==> src/sv/d2s_pkg.sv <==
// Shared types, widths and register codes for the depth-to-space address generator.
`timescale 1ns / 1ps

package d2s_pkg;

	localparam int DEF_ADDR_BITS = 32;
	localparam int DEF_MAX_BLOCK = 16;

	localparam int BLK_CFG_W = 5;
	localparam int BATCH_W   = 13;
	localparam int CHAN_W    = 16;
	localparam int DIM_W     = 13;
	localparam int IDX_OUT_W = 32;
	localparam int DATA_W    = 32;
	localparam int PADDR_W   = 5;
	localparam int REG_IDX_W = 3;

	localparam logic [REG_IDX_W-1:0] REG_BLOCK_SIZE  = 3'd0;
	localparam logic [REG_IDX_W-1:0] REG_ORDER_MODE  = 3'd1;
	localparam logic [REG_IDX_W-1:0] REG_BATCH_COUNT = 3'd2;
	localparam logic [REG_IDX_W-1:0] REG_IN_CHANNELS = 3'd3;
	localparam logic [REG_IDX_W-1:0] REG_IN_HEIGHT   = 3'd4;
	localparam logic [REG_IDX_W-1:0] REG_IN_WIDTH    = 3'd5;

	typedef struct packed {
		logic [BLK_CFG_W-1:0] block_size;
		logic                 order_mode;
		logic [BATCH_W-1:0]   batch_count;
		logic [CHAN_W-1:0]    in_channels;
		logic [DIM_W-1:0]     in_height;
		logic [DIM_W-1:0]     in_width;
	} d2s_cfg_t;

	typedef enum logic [4:0] {
		ST_IDLE,
		ST_LD_C2,
		ST_DIV_C2,
		ST_LD_H,
		ST_DIV_H,
		ST_LD_W,
		ST_DIV_W,
		ST_CHECK,
		ST_BLK,
		ST_IC,
		ST_S1,
		ST_S2,
		ST_S3,
		ST_D1,
		ST_D2,
		ST_D3,
		ST_OUT
	} d2s_state_t;

	typedef enum logic [1:0] {
		DIV_C2,
		DIV_H,
		DIV_W
	} div_sel_t;

	typedef enum logic [2:0] {
		MAC_BLK,
		MAC_IC,
		MAC_S1,
		MAC_S2,
		MAC_S3,
		MAC_D1,
		MAC_D2,
		MAC_D3
	} mac_op_t;

	typedef struct packed {
		logic     take_in;
		logic     load_derived;
		logic     div_start;
		logic     div_take;
		div_sel_t div_sel;
		logic     chk;
		logic     mac_en;
		mac_op_t  mac_op;
		logic     out_load;
	} d2s_cmd_t;

	typedef struct packed {
		logic div_done;
		logic empty;
		logic out_free;
	} d2s_sts_t;

endpackage

==> src/sv/depth_to_space_address_gen_top.sv <==
// Depth-to-space address generator top level: APB registers, controller and datapath.
// Each transfer runs the check, eight passes through the one multiply-add and the output
// state (an empty tensor goes from check straight to output); the input stays stalled until
// the result is loaded. The first item after reset or a register write first runs three serial
// divisions of width MBW = max(13 + clog2(MAX_BLOCK+1), 16).
// Reset: registers return to 1 (order_mode 0), position counters to the first element.
`timescale 1ns / 1ps

module depth_to_space_address_gen_top #(
	parameter int ADDR_BITS = d2s_pkg::DEF_ADDR_BITS,
	parameter int MAX_BLOCK = d2s_pkg::DEF_MAX_BLOCK
) (
	input  logic                          clk,
	input  logic                          arst_n,
	// configuration port
	input  logic                          psel,
	input  logic                          penable,
	input  logic                          pwrite,
	input  logic [d2s_pkg::PADDR_W-1:0]   paddr,
	input  logic [d2s_pkg::DATA_W-1:0]    pwdata,
	output logic [d2s_pkg::DATA_W-1:0]    prdata,
	output logic                          pready,
	// input channel
	input  logic                          in_valid,
	output logic                          in_stall,
	input  logic                          restart,
	// result channel
	output logic                          out_valid,
	input  logic                          out_stall,
	output logic [d2s_pkg::IDX_OUT_W-1:0] src_index,
	output logic [d2s_pkg::IDX_OUT_W-1:0] dst_index,
	output logic                          valid_res,
	output logic                          last
);

	import d2s_pkg::*;

	// Register file. Writes land in the access phase; the port never waits.
	d2s_cfg_t              cfg_q;
	logic                  cfg_wr;
	logic [REG_IDX_W-1:0]  reg_idx;

	assign pready  = 1'b1;
	assign reg_idx = paddr[PADDR_W-1:2];
	assign cfg_wr  = psel && penable && pwrite && pready;

	always_ff @(posedge clk or negedge arst_n) begin
		if (!arst_n) begin
			cfg_q.block_size  <= BLK_CFG_W'(1);
			cfg_q.order_mode  <= 1'b0;
			cfg_q.batch_count <= BATCH_W'(1);
			cfg_q.in_channels <= CHAN_W'(1);
			cfg_q.in_height   <= DIM_W'(1);
			cfg_q.in_width    <= DIM_W'(1);
		end else if (cfg_wr) begin
			case (reg_idx)
				REG_BLOCK_SIZE:  cfg_q.block_size  <= pwdata[BLK_CFG_W-1:0];
				REG_ORDER_MODE:  cfg_q.order_mode  <= pwdata[0];
				REG_BATCH_COUNT: cfg_q.batch_count <= pwdata[BATCH_W-1:0];
				REG_IN_CHANNELS: cfg_q.in_channels <= pwdata[CHAN_W-1:0];
				REG_IN_HEIGHT:   cfg_q.in_height   <= pwdata[DIM_W-1:0];
				REG_IN_WIDTH:    cfg_q.in_width    <= pwdata[DIM_W-1:0];
				default:         ;
			endcase
		end
	end

	// Readback of the stored values; unused addresses read as zero.
	always_comb begin
		case (reg_idx)
			REG_BLOCK_SIZE:  prdata = DATA_W'(cfg_q.block_size);
			REG_ORDER_MODE:  prdata = DATA_W'(cfg_q.order_mode);
			REG_BATCH_COUNT: prdata = DATA_W'(cfg_q.batch_count);
			REG_IN_CHANNELS: prdata = DATA_W'(cfg_q.in_channels);
			REG_IN_HEIGHT:   prdata = DATA_W'(cfg_q.in_height);
			REG_IN_WIDTH:    prdata = DATA_W'(cfg_q.in_width);
			default:         prdata = '0;
		endcase
	end

	// The controller marks derived sizes stale on any write and rebuilds them
	// (output channels, block edge, output extents, and the block split of the
	// current row and column) before the next item is worked on.
	d2s_cmd_t cmd;
	d2s_sts_t sts;

	d2s_ctrl u_ctrl (
		.clk      (clk),
		.arst_n   (arst_n),
		.in_valid (in_valid),
		.cfg_wr   (cfg_wr),
		.sts      (sts),
		.cmd      (cmd),
		.in_stall (in_stall)
	);

	// The datapath holds the result in its own register, so the next transfer
	// is taken while a finished pair still waits downstream.
	d2s_dp #(
		.ADDR_BITS (ADDR_BITS),
		.MAX_BLOCK (MAX_BLOCK)
	) u_dp (
		.clk       (clk),
		.arst_n    (arst_n),
		.cfg       (cfg_q),
		.cmd       (cmd),
		.sts       (sts),
		.restart   (restart),
		.out_stall (out_stall),
		.out_valid (out_valid),
		.src_index (src_index),
		.dst_index (dst_index),
		.valid_res (valid_res),
		.last      (last)
	);

endmodule

==> src/sv/d2s_div.sv <==
// Restoring divider, one quotient bit per cycle.
`timescale 1ns / 1ps

module d2s_div #(
	parameter int W = 18
) (
	input  logic         clk,
	input  logic         arst_n,
	input  logic         start,
	input  logic [W-1:0] dividend,
	input  logic [W-1:0] divisor,
	output logic         done,
	output logic [W-1:0] quot,
	output logic [W-1:0] rem
);

	localparam int CW = $clog2(W + 1);

	logic          busy_q;
	logic          done_q;
	logic [CW-1:0] cnt_q;
	logic [W-1:0]  rem_q;
	logic [W-1:0]  quot_q;
	logic [W-1:0]  dvs_q;
	logic [W:0]    r_sh;
	logic [W:0]    r_sub;
	logic          ge;

	always_comb begin
		r_sh  = {rem_q, quot_q[W-1]};
		r_sub = r_sh - {1'b0, dvs_q};
		ge    = (r_sh >= {1'b0, dvs_q});
	end

	always_ff @(posedge clk or negedge arst_n) begin
		if (!arst_n) begin
			busy_q <= 1'b0;
			done_q <= 1'b0;
			cnt_q  <= '0;
		end else begin
			done_q <= 1'b0;
			if (start) begin
				busy_q <= 1'b1;
				cnt_q  <= CW'(W);
			end else if (busy_q) begin
				cnt_q <= cnt_q - CW'(1);
				if (cnt_q == CW'(1)) begin
					busy_q <= 1'b0;
					done_q <= 1'b1;
				end
			end
		end
	end

	always_ff @(posedge clk) begin
		if (start) begin
			rem_q  <= '0;
			quot_q <= dividend;
			dvs_q  <= divisor;
		end else if (busy_q) begin
			rem_q  <= ge ? r_sub[W-1:0] : r_sh[W-1:0];
			quot_q <= {quot_q[W-2:0], ge};
		end
	end

	assign done = done_q;
	assign quot = quot_q;
	assign rem  = rem_q;

endmodule

==> src/sv/d2s_dp.sv <==
// Datapath: derived sizes, position counters, shared multiply-add and result register.
`timescale 1ns / 1ps

module d2s_dp #(
	parameter int ADDR_BITS = d2s_pkg::DEF_ADDR_BITS,
	parameter int MAX_BLOCK = d2s_pkg::DEF_MAX_BLOCK
) (
	input  logic                           clk,
	input  logic                           arst_n,
	input  d2s_pkg::d2s_cfg_t              cfg,
	input  d2s_pkg::d2s_cmd_t              cmd,
	output d2s_pkg::d2s_sts_t              sts,
	input  logic                           restart,
	input  logic                           out_stall,
	output logic                           out_valid,
	output logic [d2s_pkg::IDX_OUT_W-1:0]  src_index,
	output logic [d2s_pkg::IDX_OUT_W-1:0]  dst_index,
	output logic                           valid_res,
	output logic                           last
);

	import d2s_pkg::*;

	localparam int BW    = $clog2(MAX_BLOCK + 1);
	localparam int B2W   = 2 * BW;
	localparam int OHW   = DIM_W + BW;
	localparam int MBW   = (OHW > CHAN_W) ? OHW : CHAN_W;
	localparam int IDX_W = (ADDR_BITS < IDX_OUT_W) ? ADDR_BITS : IDX_OUT_W;

	// effective block edge, clamped to 1..MAX_BLOCK
	logic [BLK_CFG_W-1:0] bs_nz;
	logic [BW-1:0]        b_eff;
	logic [B2W-1:0]       b2_eff;
	logic [OHW-1:0]       oh_eff;
	logic [OHW-1:0]       ow_eff;

	always_comb begin
		bs_nz  = (cfg.block_size == '0) ? BLK_CFG_W'(1) : cfg.block_size;
		b_eff  = (int'(bs_nz) > MAX_BLOCK) ? BW'(MAX_BLOCK) : BW'(bs_nz);
		b2_eff = B2W'(b_eff) * B2W'(b_eff);
		oh_eff = OHW'(cfg.in_height) * OHW'(b_eff);
		ow_eff = OHW'(cfg.in_width) * OHW'(b_eff);
	end

	logic [BW-1:0]     b_q;
	logic [B2W-1:0]    b2_q;
	logic [OHW-1:0]    oh_q;
	logic [OHW-1:0]    ow_q;
	logic [CHAN_W-1:0] c2_q;

	// divider: channel split, then re-split of row and column into block parts
	logic [MBW-1:0] div_dividend;
	logic [MBW-1:0] div_divisor;
	logic           div_done;
	logic [MBW-1:0] div_quot;
	logic [MBW-1:0] div_rem;

	// output position and its split into input position and block offset
	logic [BATCH_W-1:0] n_q;
	logic [CHAN_W-1:0]  c_q;
	logic [OHW-1:0]     h_q;
	logic [OHW-1:0]     w_q;
	logic [DIM_W-1:0]   ih_q;
	logic [DIM_W-1:0]   iw_q;
	logic [BW-1:0]      bh_q;
	logic [BW-1:0]      bw_q;
	logic               restart_q;

	logic [BATCH_W:0] n_inc;
	logic [CHAN_W:0]  c_inc;
	logic [OHW:0]     h_inc;
	logic [OHW:0]     w_inc;
	logic [BW:0]      bh_inc;
	logic [BW:0]      bw_inc;
	logic             empty;
	logic             oor;
	logic             is_last;

	always_ff @(posedge clk) begin
		if (cmd.load_derived) begin
			b_q  <= b_eff;
			b2_q <= b2_eff;
			oh_q <= oh_eff;
			ow_q <= ow_eff;
		end
		if (cmd.div_take && (cmd.div_sel == DIV_C2)) begin
			c2_q <= CHAN_W'(div_quot);
		end
	end

	always_comb begin
		case (cmd.div_sel)
			DIV_C2: begin
				div_dividend = MBW'(cfg.in_channels);
				div_divisor  = MBW'(b2_eff);
			end
			DIV_H: begin
				div_dividend = MBW'(h_q);
				div_divisor  = MBW'(b_q);
			end
			DIV_W: begin
				div_dividend = MBW'(w_q);
				div_divisor  = MBW'(b_q);
			end
			default: begin
				div_dividend = '0;
				div_divisor  = MBW'(1);
			end
		endcase
	end

	d2s_div #(
		.W(MBW)
	) u_div (
		.clk      (clk),
		.arst_n   (arst_n),
		.start    (cmd.div_start),
		.dividend (div_dividend),
		.divisor  (div_divisor),
		.done     (div_done),
		.quot     (div_quot),
		.rem      (div_rem)
	);

	always_comb begin
		n_inc  = {1'b0, n_q} + (BATCH_W + 1)'(1);
		c_inc  = {1'b0, c_q} + (CHAN_W + 1)'(1);
		h_inc  = {1'b0, h_q} + (OHW + 1)'(1);
		w_inc  = {1'b0, w_q} + (OHW + 1)'(1);
		bh_inc = {1'b0, bh_q} + (BW + 1)'(1);
		bw_inc = {1'b0, bw_q} + (BW + 1)'(1);
		empty  = (c2_q == '0) || (cfg.batch_count == '0) || (oh_q == '0) || (ow_q == '0);
		oor    = (n_q >= cfg.batch_count) || (c_q >= c2_q) || (h_q >= oh_q) || (w_q >= ow_q);
		is_last = (n_inc == {1'b0, cfg.batch_count}) && (c_inc == {1'b0, c2_q}) &&
		          (h_inc == {1'b0, oh_q}) && (w_inc == {1'b0, ow_q});
	end

	always_ff @(posedge clk or negedge arst_n) begin
		if (!arst_n) begin
			n_q       <= '0;
			c_q       <= '0;
			h_q       <= '0;
			w_q       <= '0;
			ih_q      <= '0;
			iw_q      <= '0;
			bh_q      <= '0;
			bw_q      <= '0;
			restart_q <= 1'b0;
		end else begin
			if (cmd.take_in) begin
				restart_q <= restart;
			end
			if (cmd.div_take && (cmd.div_sel == DIV_H)) begin
				ih_q <= DIM_W'(div_quot);
				bh_q <= BW'(div_rem);
			end
			if (cmd.div_take && (cmd.div_sel == DIV_W)) begin
				iw_q <= DIM_W'(div_quot);
				bw_q <= BW'(div_rem);
			end
			if (cmd.chk && !empty && (restart_q || oor)) begin
				n_q  <= '0;
				c_q  <= '0;
				h_q  <= '0;
				w_q  <= '0;
				ih_q <= '0;
				iw_q <= '0;
				bh_q <= '0;
				bw_q <= '0;
			end else if (cmd.out_load && !empty) begin
				if (w_inc < {1'b0, ow_q}) begin
					w_q <= w_inc[OHW-1:0];
					if (bw_inc == {1'b0, b_q}) begin
						bw_q <= '0;
						iw_q <= iw_q + DIM_W'(1);
					end else begin
						bw_q <= bw_inc[BW-1:0];
					end
				end else begin
					w_q  <= '0;
					bw_q <= '0;
					iw_q <= '0;
					if (h_inc < {1'b0, oh_q}) begin
						h_q <= h_inc[OHW-1:0];
						if (bh_inc == {1'b0, b_q}) begin
							bh_q <= '0;
							ih_q <= ih_q + DIM_W'(1);
						end else begin
							bh_q <= bh_inc[BW-1:0];
						end
					end else begin
						h_q  <= '0;
						bh_q <= '0;
						ih_q <= '0;
						if (c_inc < {1'b0, c2_q}) begin
							c_q <= c_inc[CHAN_W-1:0];
						end else begin
							c_q <= '0;
							n_q <= (n_inc < {1'b0, cfg.batch_count}) ? n_inc[BATCH_W-1:0] : '0;
						end
					end
				end
			end
		end
	end

	// shared multiply-add, one product per cycle
	logic [IDX_W-1:0]     mul_a;
	logic [MBW-1:0]       mul_b;
	logic [IDX_W-1:0]     mul_add;
	logic [IDX_W+MBW-1:0] prod;
	logic [IDX_W-1:0]     mac_res;
	logic [IDX_W-1:0]     tmp_q;
	logic [IDX_W-1:0]     src_q;
	logic [IDX_W-1:0]     dst_q;

	always_comb begin
		case (cmd.mac_op)
			MAC_BLK: begin
				mul_a   = IDX_W'(bh_q);
				mul_b   = MBW'(b_q);
				mul_add = IDX_W'(bw_q);
			end
			MAC_IC: begin
				if (cfg.order_mode) begin
					mul_a   = IDX_W'(c_q);
					mul_b   = MBW'(b2_q);
					mul_add = tmp_q;
				end else begin
					mul_a   = tmp_q;
					mul_b   = MBW'(c2_q);
					mul_add = IDX_W'(c_q);
				end
			end
			MAC_S1: begin
				mul_a   = IDX_W'(n_q);
				mul_b   = MBW'(cfg.in_channels);
				mul_add = tmp_q;
			end
			MAC_S2: begin
				mul_a   = src_q;
				mul_b   = MBW'(cfg.in_height);
				mul_add = IDX_W'(ih_q);
			end
			MAC_S3: begin
				mul_a   = src_q;
				mul_b   = MBW'(cfg.in_width);
				mul_add = IDX_W'(iw_q);
			end
			MAC_D1: begin
				mul_a   = IDX_W'(n_q);
				mul_b   = MBW'(c2_q);
				mul_add = IDX_W'(c_q);
			end
			MAC_D2: begin
				mul_a   = dst_q;
				mul_b   = MBW'(oh_q);
				mul_add = IDX_W'(h_q);
			end
			MAC_D3: begin
				mul_a   = dst_q;
				mul_b   = MBW'(ow_q);
				mul_add = IDX_W'(w_q);
			end
			default: begin
				mul_a   = '0;
				mul_b   = '0;
				mul_add = '0;
			end
		endcase
		prod    = (IDX_W + MBW)'(mul_a) * (IDX_W + MBW)'(mul_b);
		mac_res = prod[IDX_W-1:0] + mul_add;
	end

	always_ff @(posedge clk) begin
		if (cmd.mac_en) begin
			case (cmd.mac_op)
				MAC_BLK, MAC_IC:         tmp_q <= mac_res;
				MAC_S1, MAC_S2, MAC_S3:  src_q <= mac_res;
				MAC_D1, MAC_D2, MAC_D3:  dst_q <= mac_res;
				default:                 tmp_q <= mac_res;
			endcase
		end
	end

	// result register
	logic                 out_valid_q;
	logic [IDX_OUT_W-1:0] src_index_q;
	logic [IDX_OUT_W-1:0] dst_index_q;
	logic                 valid_res_q;
	logic                 last_q;

	always_ff @(posedge clk or negedge arst_n) begin
		if (!arst_n) begin
			out_valid_q <= 1'b0;
		end else if (cmd.out_load) begin
			out_valid_q <= 1'b1;
		end else if (!out_stall) begin
			out_valid_q <= 1'b0;
		end
	end

	always_ff @(posedge clk) begin
		if (cmd.out_load) begin
			if (empty) begin
				src_index_q <= '0;
				dst_index_q <= '0;
				valid_res_q <= 1'b0;
				last_q      <= 1'b0;
			end else begin
				src_index_q <= IDX_OUT_W'(src_q);
				dst_index_q <= IDX_OUT_W'(dst_q);
				valid_res_q <= 1'b1;
				last_q      <= is_last;
			end
		end
	end

	always_comb begin
		sts.div_done = div_done;
		sts.empty    = empty;
		sts.out_free = !out_valid_q || !out_stall;
	end

	assign out_valid = out_valid_q;
	assign src_index = src_index_q;
	assign dst_index = dst_index_q;
	assign valid_res = valid_res_q;
	assign last      = last_q;

endmodule

==> src/sv/d2s_ctrl.sv <==
// Controller: sequences size derivation, index arithmetic and result hand-off.
`timescale 1ns / 1ps

module d2s_ctrl (
	input  logic              clk,
	input  logic              arst_n,
	input  logic              in_valid,
	input  logic              cfg_wr,
	input  d2s_pkg::d2s_sts_t sts,
	output d2s_pkg::d2s_cmd_t cmd,
	output logic              in_stall
);

	import d2s_pkg::*;

	d2s_state_t state_q;
	d2s_state_t state_d;
	logic       dirty_q;

	always_ff @(posedge clk or negedge arst_n) begin
		if (!arst_n) begin
			state_q <= ST_IDLE;
			dirty_q <= 1'b1;
		end else begin
			state_q <= state_d;
			if (cfg_wr) begin
				dirty_q <= 1'b1;
			end else if ((state_q == ST_DIV_W) && sts.div_done) begin
				dirty_q <= 1'b0;
			end
		end
	end

	always_comb begin
		state_d = state_q;
		case (state_q)
			ST_IDLE:   if (in_valid) state_d = dirty_q ? ST_LD_C2 : ST_CHECK;
			ST_LD_C2:  state_d = ST_DIV_C2;
			ST_DIV_C2: if (sts.div_done) state_d = ST_LD_H;
			ST_LD_H:   state_d = ST_DIV_H;
			ST_DIV_H:  if (sts.div_done) state_d = ST_LD_W;
			ST_LD_W:   state_d = ST_DIV_W;
			ST_DIV_W:  if (sts.div_done) state_d = ST_CHECK;
			ST_CHECK:  state_d = sts.empty ? ST_OUT : ST_BLK;
			ST_BLK:    state_d = ST_IC;
			ST_IC:     state_d = ST_S1;
			ST_S1:     state_d = ST_S2;
			ST_S2:     state_d = ST_S3;
			ST_S3:     state_d = ST_D1;
			ST_D1:     state_d = ST_D2;
			ST_D2:     state_d = ST_D3;
			ST_D3:     state_d = ST_OUT;
			ST_OUT:    if (sts.out_free) state_d = ST_IDLE;
			default:   state_d = ST_IDLE;
		endcase
	end

	always_comb begin
		cmd = '0;
		cmd.div_sel = DIV_C2;
		cmd.mac_op  = MAC_BLK;
		case (state_q)
			ST_IDLE: cmd.take_in = in_valid;
			ST_LD_C2: begin
				cmd.load_derived = 1'b1;
				cmd.div_start    = 1'b1;
			end
			ST_DIV_C2: cmd.div_take = sts.div_done;
			ST_LD_H: begin
				cmd.div_sel   = DIV_H;
				cmd.div_start = 1'b1;
			end
			ST_DIV_H: begin
				cmd.div_sel  = DIV_H;
				cmd.div_take = sts.div_done;
			end
			ST_LD_W: begin
				cmd.div_sel   = DIV_W;
				cmd.div_start = 1'b1;
			end
			ST_DIV_W: begin
				cmd.div_sel  = DIV_W;
				cmd.div_take = sts.div_done;
			end
			ST_CHECK: cmd.chk = 1'b1;
			ST_BLK: cmd.mac_en = 1'b1;
			ST_IC: begin
				cmd.mac_en = 1'b1;
				cmd.mac_op = MAC_IC;
			end
			ST_S1: begin
				cmd.mac_en = 1'b1;
				cmd.mac_op = MAC_S1;
			end
			ST_S2: begin
				cmd.mac_en = 1'b1;
				cmd.mac_op = MAC_S2;
			end
			ST_S3: begin
				cmd.mac_en = 1'b1;
				cmd.mac_op = MAC_S3;
			end
			ST_D1: begin
				cmd.mac_en = 1'b1;
				cmd.mac_op = MAC_D1;
			end
			ST_D2: begin
				cmd.mac_en = 1'b1;
				cmd.mac_op = MAC_D2;
			end
			ST_D3: begin
				cmd.mac_en = 1'b1;
				cmd.mac_op = MAC_D3;
			end
			ST_OUT: cmd.out_load = sts.out_free;
			default: cmd = '0;
		endcase
	end

	assign in_stall = (state_q != ST_IDLE);

endmodule

==> config.mk <==
export PLATFORM = sky130hd
export DESIGN_NAME = depth_to_space_address_gen_top
export DESIGN_NICKNAME = d
export VERILOG_FILES = /design/src/sv/d2s_pkg.sv /design/src/sv/depth_to_space_address_gen_top.sv /design/src/sv/d2s_div.sv /design/src/sv/d2s_dp.sv /design/src/sv/d2s_ctrl.sv
export SDC_FILE = /design/constraint.sdc
export NUM_CORES = 2
export LEC_CHECK = 0
export ABC_AREA = 1
export ABC_CLOCK_PERIOD_IN_PS = 9600
export BUFFER_PORTS_ARGS = -buffer_cell sky130_fd_sc_hd__buf_2
export CAP_MARGIN = 5
export CORE_ASPECT_RATIO = 0.8
export CORE_MARGIN = 8
export CORE_UTILIZATION = 25
export DETAILED_ROUTE_END_ITERATION = 16
export GPL_TIMING_DRIVEN = 1
export SLEW_MARGIN = 20
export SYNTH_ARGS = -nofsm -noshare
export SYNTH_HDL_FRONTEND = slang
export SYNTH_SLANG_ARGS = --single-unit
==> constraint.sdc <==
create_clock -name clk -period 9.6 [get_ports clk]
set_clock_uncertainty 0.1 [all_clocks]
set_input_delay 0.96 -clock clk [delete_from_list [all_inputs] [get_ports clk]]
set_output_delay 0.96 -clock clk [all_outputs]
set_load 0.005 [all_outputs]
### Word-level counts from Yosys, hierarchy flattened

Index checks and enable logic that the tools add are counted.

* bits in registers: 460
* input port bits: 45

* eq/ne operators: 46
* muxes and demuxes: 84
* add/sub/neg operators: 11
* reduce and logical (&&, ||, !) cells: 62
* multiply operators: 4
* $lt $le $gt $ge: 10

Operators by type and width (number)
* $pmux 32 s8: 1
* $mux 13: 17
* $mux 18: 10
* $pmux 32 s5: 1
* $pmux 18 s8: 1
* $mux 5: 21
* $mux 16: 6
* $pmux 16 s6: 1
* $pmux 5 s17: 1
* $mux 32: 2
* $pmux 18 s3: 1
* $eq 5x4->1 const B: 8
* $add 18x1->19 const B: 2
* $eq 19x18->1: 2
* $lt 19x18->1: 2
* $ge 18x18->1: 2
* $logic_not 18->1: 2
* $mul 13x5->18: 2
* $add 32x32->32: 1
* $mul 32x18->32: 1
* $add 13x1->13 const B: 2
* $pmux 3 s7: 1
* $eq 5x3->1 const B: 4
* $pmux 10 s2: 1
* other kinds (46): 125

### Logic depth before layout (Yosys ltp)

* depth after elaboration: 11
* mapped depth: 42
* mapped depth without buffers: 40

### Modules after synthesis

Synthesis repeated with hierarchy kept, for this count alone.

* cell total of the unflattened synthesis: 5760
* area, all modules: 46389.5 sq um

Modules (own cells, without submodules)
* d2s_dp: seq. area each 9394.0 sq um, area an instance 38909.8 sq um, instances 1, cells an instance 4800
* d2s_div: seq. area each 1616.6 sq um, area an instance 3648.5 sq um, instances 1, cells an instance 471
* depth_to_space_address_gen_top: seq. area each 1532.7 sq um, area an instance 3315.7 sq um, instances 1, cells an instance 407
* d2s_ctrl: seq. area each 151.4 sq um, area an instance 515.5 sq um, instances 1, cells an instance 82

### Worst setup path after synthesis

No wires, ideal clock.

* path type: register -> register
* start: register u_ctrl.state_q[4]
* end: register u_dp.dst_q[31] (data pin)
* stages on the path, launching flop included: 38
* arrival: 6.821 ns
* period minus slack after synthesis: 7.182 ns
* required time: 9.239 ns
* setup slack: 2.418 ns
* cell sequence: dfrtp_1 -> nor2_1 -> nand3_2 -> nand2_1 -> inv_1 -> clkbuf_1 -> o22ai_1 -> nor4_1 -> inv_1 -> clkbuf_1 -> nand2_1 -> fa_1 -> inv_1 -> fa_1 -> inv_1 -> fa_1 -> inv_1 -> fa_1 -> [2 not listed] -> fa_1 -> inv_1 -> ha_1 -> a21oi_1 -> o21ai_0 -> nand2_1 -> nand2_1 -> a31o_2 -> nand3b_1 -> inv_1 -> nor2_1 -> nand3_1 -> nand2_1 -> nand3_1 -> nand2_1 -> inv_1 -> nand3_1 -> nand2_1

* word-level cells in the longest chain between the ends: 7
* elaborated cells on any way between the ends: 24
* those cells by class: add/sub: 1; mul: 1; eq/ne: 14; mux: 4; reduce/logical: 4

RTL lines
* start: declaration: RTL line d2s_ctrl.sv:16 `d2s_state_t state_q;`
* start signal: assignment: RTL line d2s_ctrl.sv:25 `state_q <= state_d;`
* $eq 5x4->1: RTL line d2s_ctrl.sv:62 `case (state_q)`
* $pmux 3 s7 (*): RTL line d2s_ctrl.sv:62
* $eq 3x3->1 or $eq 3x2->1 (tied branches): RTL line d2s_dp.sv:218 `case (cmd.mac_op)`
* $reduce_or 2->1 (no line)
* $pmux 32 s5: RTL line d2s_dp.sv:218
* $mul 32x18->32: RTL line d2s_dp.sv:271 `prod = (IDX_W + MBW)'(mul_a) * (IDX_W + MBW)'(mul_b);`
* $add 32x32->32 (*): RTL line d2s_dp.sv:272 `mac_res = prod[IDX_W-1:0] + mul_add;`
* via u_dp.mac_res[31]: RTL line d2s_dp.sv:212 `logic [IDX_W-1:0] mac_res;`
* end signal: assignment: RTL line d2s_dp.sv:280 `MAC_D1, MAC_D2, MAC_D3: dst_q <= mac_res;`
* end: declaration: RTL line d2s_dp.sv:215 `logic [IDX_W-1:0] dst_q;`

Mark *: on every way through the listed nets, which the timed path passes. The rest lies on a longest branch.
A chain may end at the register's enable or synchronous reset.

### Final worst setup path

* start: register u_ctrl.state_q[3]
* end: register u_dp.tmp_q[26] (data pin)

* word-level cells in the longest chain between the ends: 7
* elaborated cells on any way between the ends: 24
* those cells by class: add/sub: 1; mul: 1; eq/ne: 14; mux: 4; reduce/logical: 4

RTL lines
* $eq 5x4->1: RTL line d2s_ctrl.sv:62
* $pmux 3 s7 (*): RTL line d2s_ctrl.sv:62
* $eq 3x3->1 or $eq 3x2->1 (tied branches): RTL line d2s_dp.sv:218
* $reduce_or 2->1 (no line)
* $pmux 32 s5: RTL line d2s_dp.sv:218
* $mul 32x18->32: RTL line d2s_dp.sv:271
* $add 32x32->32 (*): RTL line d2s_dp.sv:272
* via u_dp.mac_res[26]: RTL line d2s_dp.sv:212
* end signal: assignment: RTL line d2s_dp.sv:278 `MAC_BLK, MAC_IC: tmp_q <= mac_res;`
* end signal: assignment: RTL line d2s_dp.sv:281 `default: tmp_q <= mac_res;`
* end: declaration: RTL line d2s_dp.sv:213 `logic [IDX_W-1:0] tmp_q;`

Marks and branches as above.

==> impl_metrics.toml <==
[synthesis]
synth_area_leaders = "fa_1 (20%), edfxtp_1 (18%), inv_1 (11%)"
yosysSeqAreaShare = 0.286
synth.top_cell.area_share = 0.198
yosys.area.top_type = "fa_1"
synth.distinct_cells = 68
netlist_instances = 5342
synth_flop_cell = "edfxtp_1"
synth_edf_count = 255
yosysMostFrequentCell = "inv_1"
synth.ff_latch_count = 450
synth_area_um2 = 43600
synthTopCellsByCount = "inv_1 (1227), nand2_1 (1047), nor2_1 (473), fa_1 (431), ha_1 (292)"
async_flop_share = 0.393
yosys_warnings = 0
synth_area_per_cell_um2 = 8.16

[worst_setup_path]
worst-path-max-fanout = 19
worstSetupEndpointType = "register"
slowest_delay_ns = 0.60
crit_top_cell = "inv_1"
reg2reg_depth = 34
criticalPathCategory = "register to register"
crit_arrival_ns = 9.36
required_ns = 9.89
startpoint_type = "register"
timing.critical_path.slowest_stage_cell = "dfrtp_1"

[cts]
postCtsSetupRepairBufs = 0
cts_tree = "yes"
ctsResizeCount = 0
clkSinkCount = 450
cts_buffers = 52
max-clock-path-buffers = 3
hold_buffers = 0
clk_transition_reported_paths_ns = 0.06
htreeDepth = 2
insertion_delay_ns = 0.68
clock-root-buffer = "clkbuf_16"

[timing]
slew_headroom = 0.213
final-setup-viol-count = 0
period_minus_slack_ns = 9.06
final-max-slew-violation-count = 0
timing.fmax_ghz = 0.110
hold_violations = 0
worstMarginPinSlew_ns = 1.15
finalSetupTns_ns = 0
rsz0062_at_grt = "false"
post-route-period-util = 0.944

[floorplan]
initial_core_util = 0.251
num_rows = 137
io_pins = 146
die_y_um = 389
die_w_um = 483
dieArea_um2 = 188000
core_area_um2 = 174000

[place]
dp_hpwl_um = 129000
port_buffers = 110
dp.cells = 7664
gp_congestion = 1.03
placed_area_um2 = 46900

[global_routing]
grt_antenna_before_repair = 4
grt_max_degree = 112
gr-total-overflow = 0
first_global_vias = 37200
track_usage = 0.167
grt_pass1_wl_um = 239000

[finish]
area.growth.synth_to_final_pct = 12.0
stdcell_area_um2 = 48800
layout.nets = 6193
fin_cells = 7765
drive_gt1_frac = 0.0662

[routing]
route.detailed.drc = 0
routed_wl_um = 160000
drt_pass1_iterations = 6
drtAntennaViolNets = 0
drt_iter0_markers = 4143
wl_per_cell_um = 20.6
via_count = 37400
avgViaCountPerCell = 4.81

[pwr]
p_leak_nw = 24.0
p_per_area_nw_per_um2 = 258
design_power_total_mw = 12.6
peakVddDrop_mv = 0.178

[min_path]
min_path_type = "input pin to asynchronous set/reset pin"

[outcome]
status = "finished clean"

[run]
drv_cap = 0
-- worst max-delay path, delay by kind of cell, from the launching register on --
family                     cells  cell delay, ns
buffers and inverters          9            1.14
xor gates and xnor gates       1            0.38
adders and majority gates      7            3.09
DFF                            1            0.60
and+or+nand+nor               10            1.94
AOI/OAI and AO/OA              7            1.55
-- metrics by stage --
step           hold WS [ns]   util  setup slack (ns)
2_1_floorplan         0.326      -              2.42
3_3_place_gp          0.336  0.270             0.915
3_5_place_dp          0.342  0.270             0.819
4_1_cts               0.348  0.281             0.735
5_1_grt               0.367  0.281             0.119
6_report              0.347  0.281             0.536
-- cell type report --
cell class,count,area (µm²)
clock buffers,67,1460
multi-input cells,3482,25800
inverters,1247,4680
clock inverters,30,388
repair buffers,192,1170
flip-flops and latches,450,12500
fillers,18800,125000
well taps,2293,2870
diodes,4,10.0
-- flip-flops by register name, summed over array words and instances (netlist names), 18 cells and up --
register	flops
cfg_q	61
u_dp.dst_index	32
u_dp.dst_q	32
u_dp.src_index	32
u_dp.src_q	32
u_dp.tmp_q	32
u_dp.h_q	18
u_dp.oh_q	18
u_dp.ow_q	18
u_dp.u_div.quot	18
u_dp.u_div.rem	18
u_dp.w_q	18
-- power by group --
group          switching, mW  internal (mW)
Combinational           4.85           2.20
Clock                  0.916           1.27
Sequential             0.450           2.92
-- cells by family (layout without fill, tap and decap cells) --
logic type / Yosys count / in the layout / synth area share
adders and majority gates: 723 / 723 / 0.282
buffers and inverters: 1428 / 1536 / 0.127
and+or+nand+nor: 1887 / 1887 / 0.179
xor gates and xnor gates: 137 / 137 / 0.0275
DFF: 450 / 450 / 0.286
other: 2 / 24 / 0.000172
AOI/OAI and AO/OA: 714 / 714 / 0.0990
muxes: 1 / 1 / 0.000258
-- final timing paths --
kind	slack, ns	end	from
worst max-delay path	0.54	u_dp.tmp_q[26]	u_ctrl.state_q[3]
worst max register to register	0.54	u_dp.tmp_q[26]	u_ctrl.state_q[3]
worst min register to register	0.36	u_dp.c2_q[10]	u_dp.u_div.quot[10]
max in group asynchronous	7.41	u_dp.n_q[10]	arst_n
min in group clk	0.36	u_dp.c2_q[10]	u_dp.u_div.quot[10]
worst min-delay path	0.35	cfg_q[60]	arst_n
-- layout by cell type, fill, tap and decap left out, types with 8 or more instances in the layout --
cell and n:
conb_1 20, fa_1 431, xnor2_1 24, nand3_2 9, o21bai_1 10, nor2_2 9
a31oi_1 14, inv_2 11, nand3_1 168, a21oi_1 175, edfxtp_1 255, inv_1 1227
buf_2 109, clkbuf_16 53, a221oi_1 14, dfrtp_1 171, nand4_1 63, a22oi_1 29
xor2_1 113, o221ai_1 30, nor4_1 28, nand2_1 1046, clkbuf_8 9, a32o_1 8
o21ai_0 262, nor3_1 50, nand3b_1 11, buf_4 82, o211ai_1 14, ha_1 292
dfxtp_1 18, o22ai_1 74, nand2_2 8, clkinv_1 14, nor2_1 469, a211oi_1 15
-- metal layers --
metal  global-route usage  vias to the layer above  share of wire  wire, µm
met3               0.0484                      265           0.11     18400
met2                0.243                     1762           0.41     65600
met4               0.0611                        0          0.043      6900
met1                0.236                    18500           0.43     69300
li1                     -                    16900              -         -
met5                    0                        -              0         0
Power figures use the tool's default switching activity.
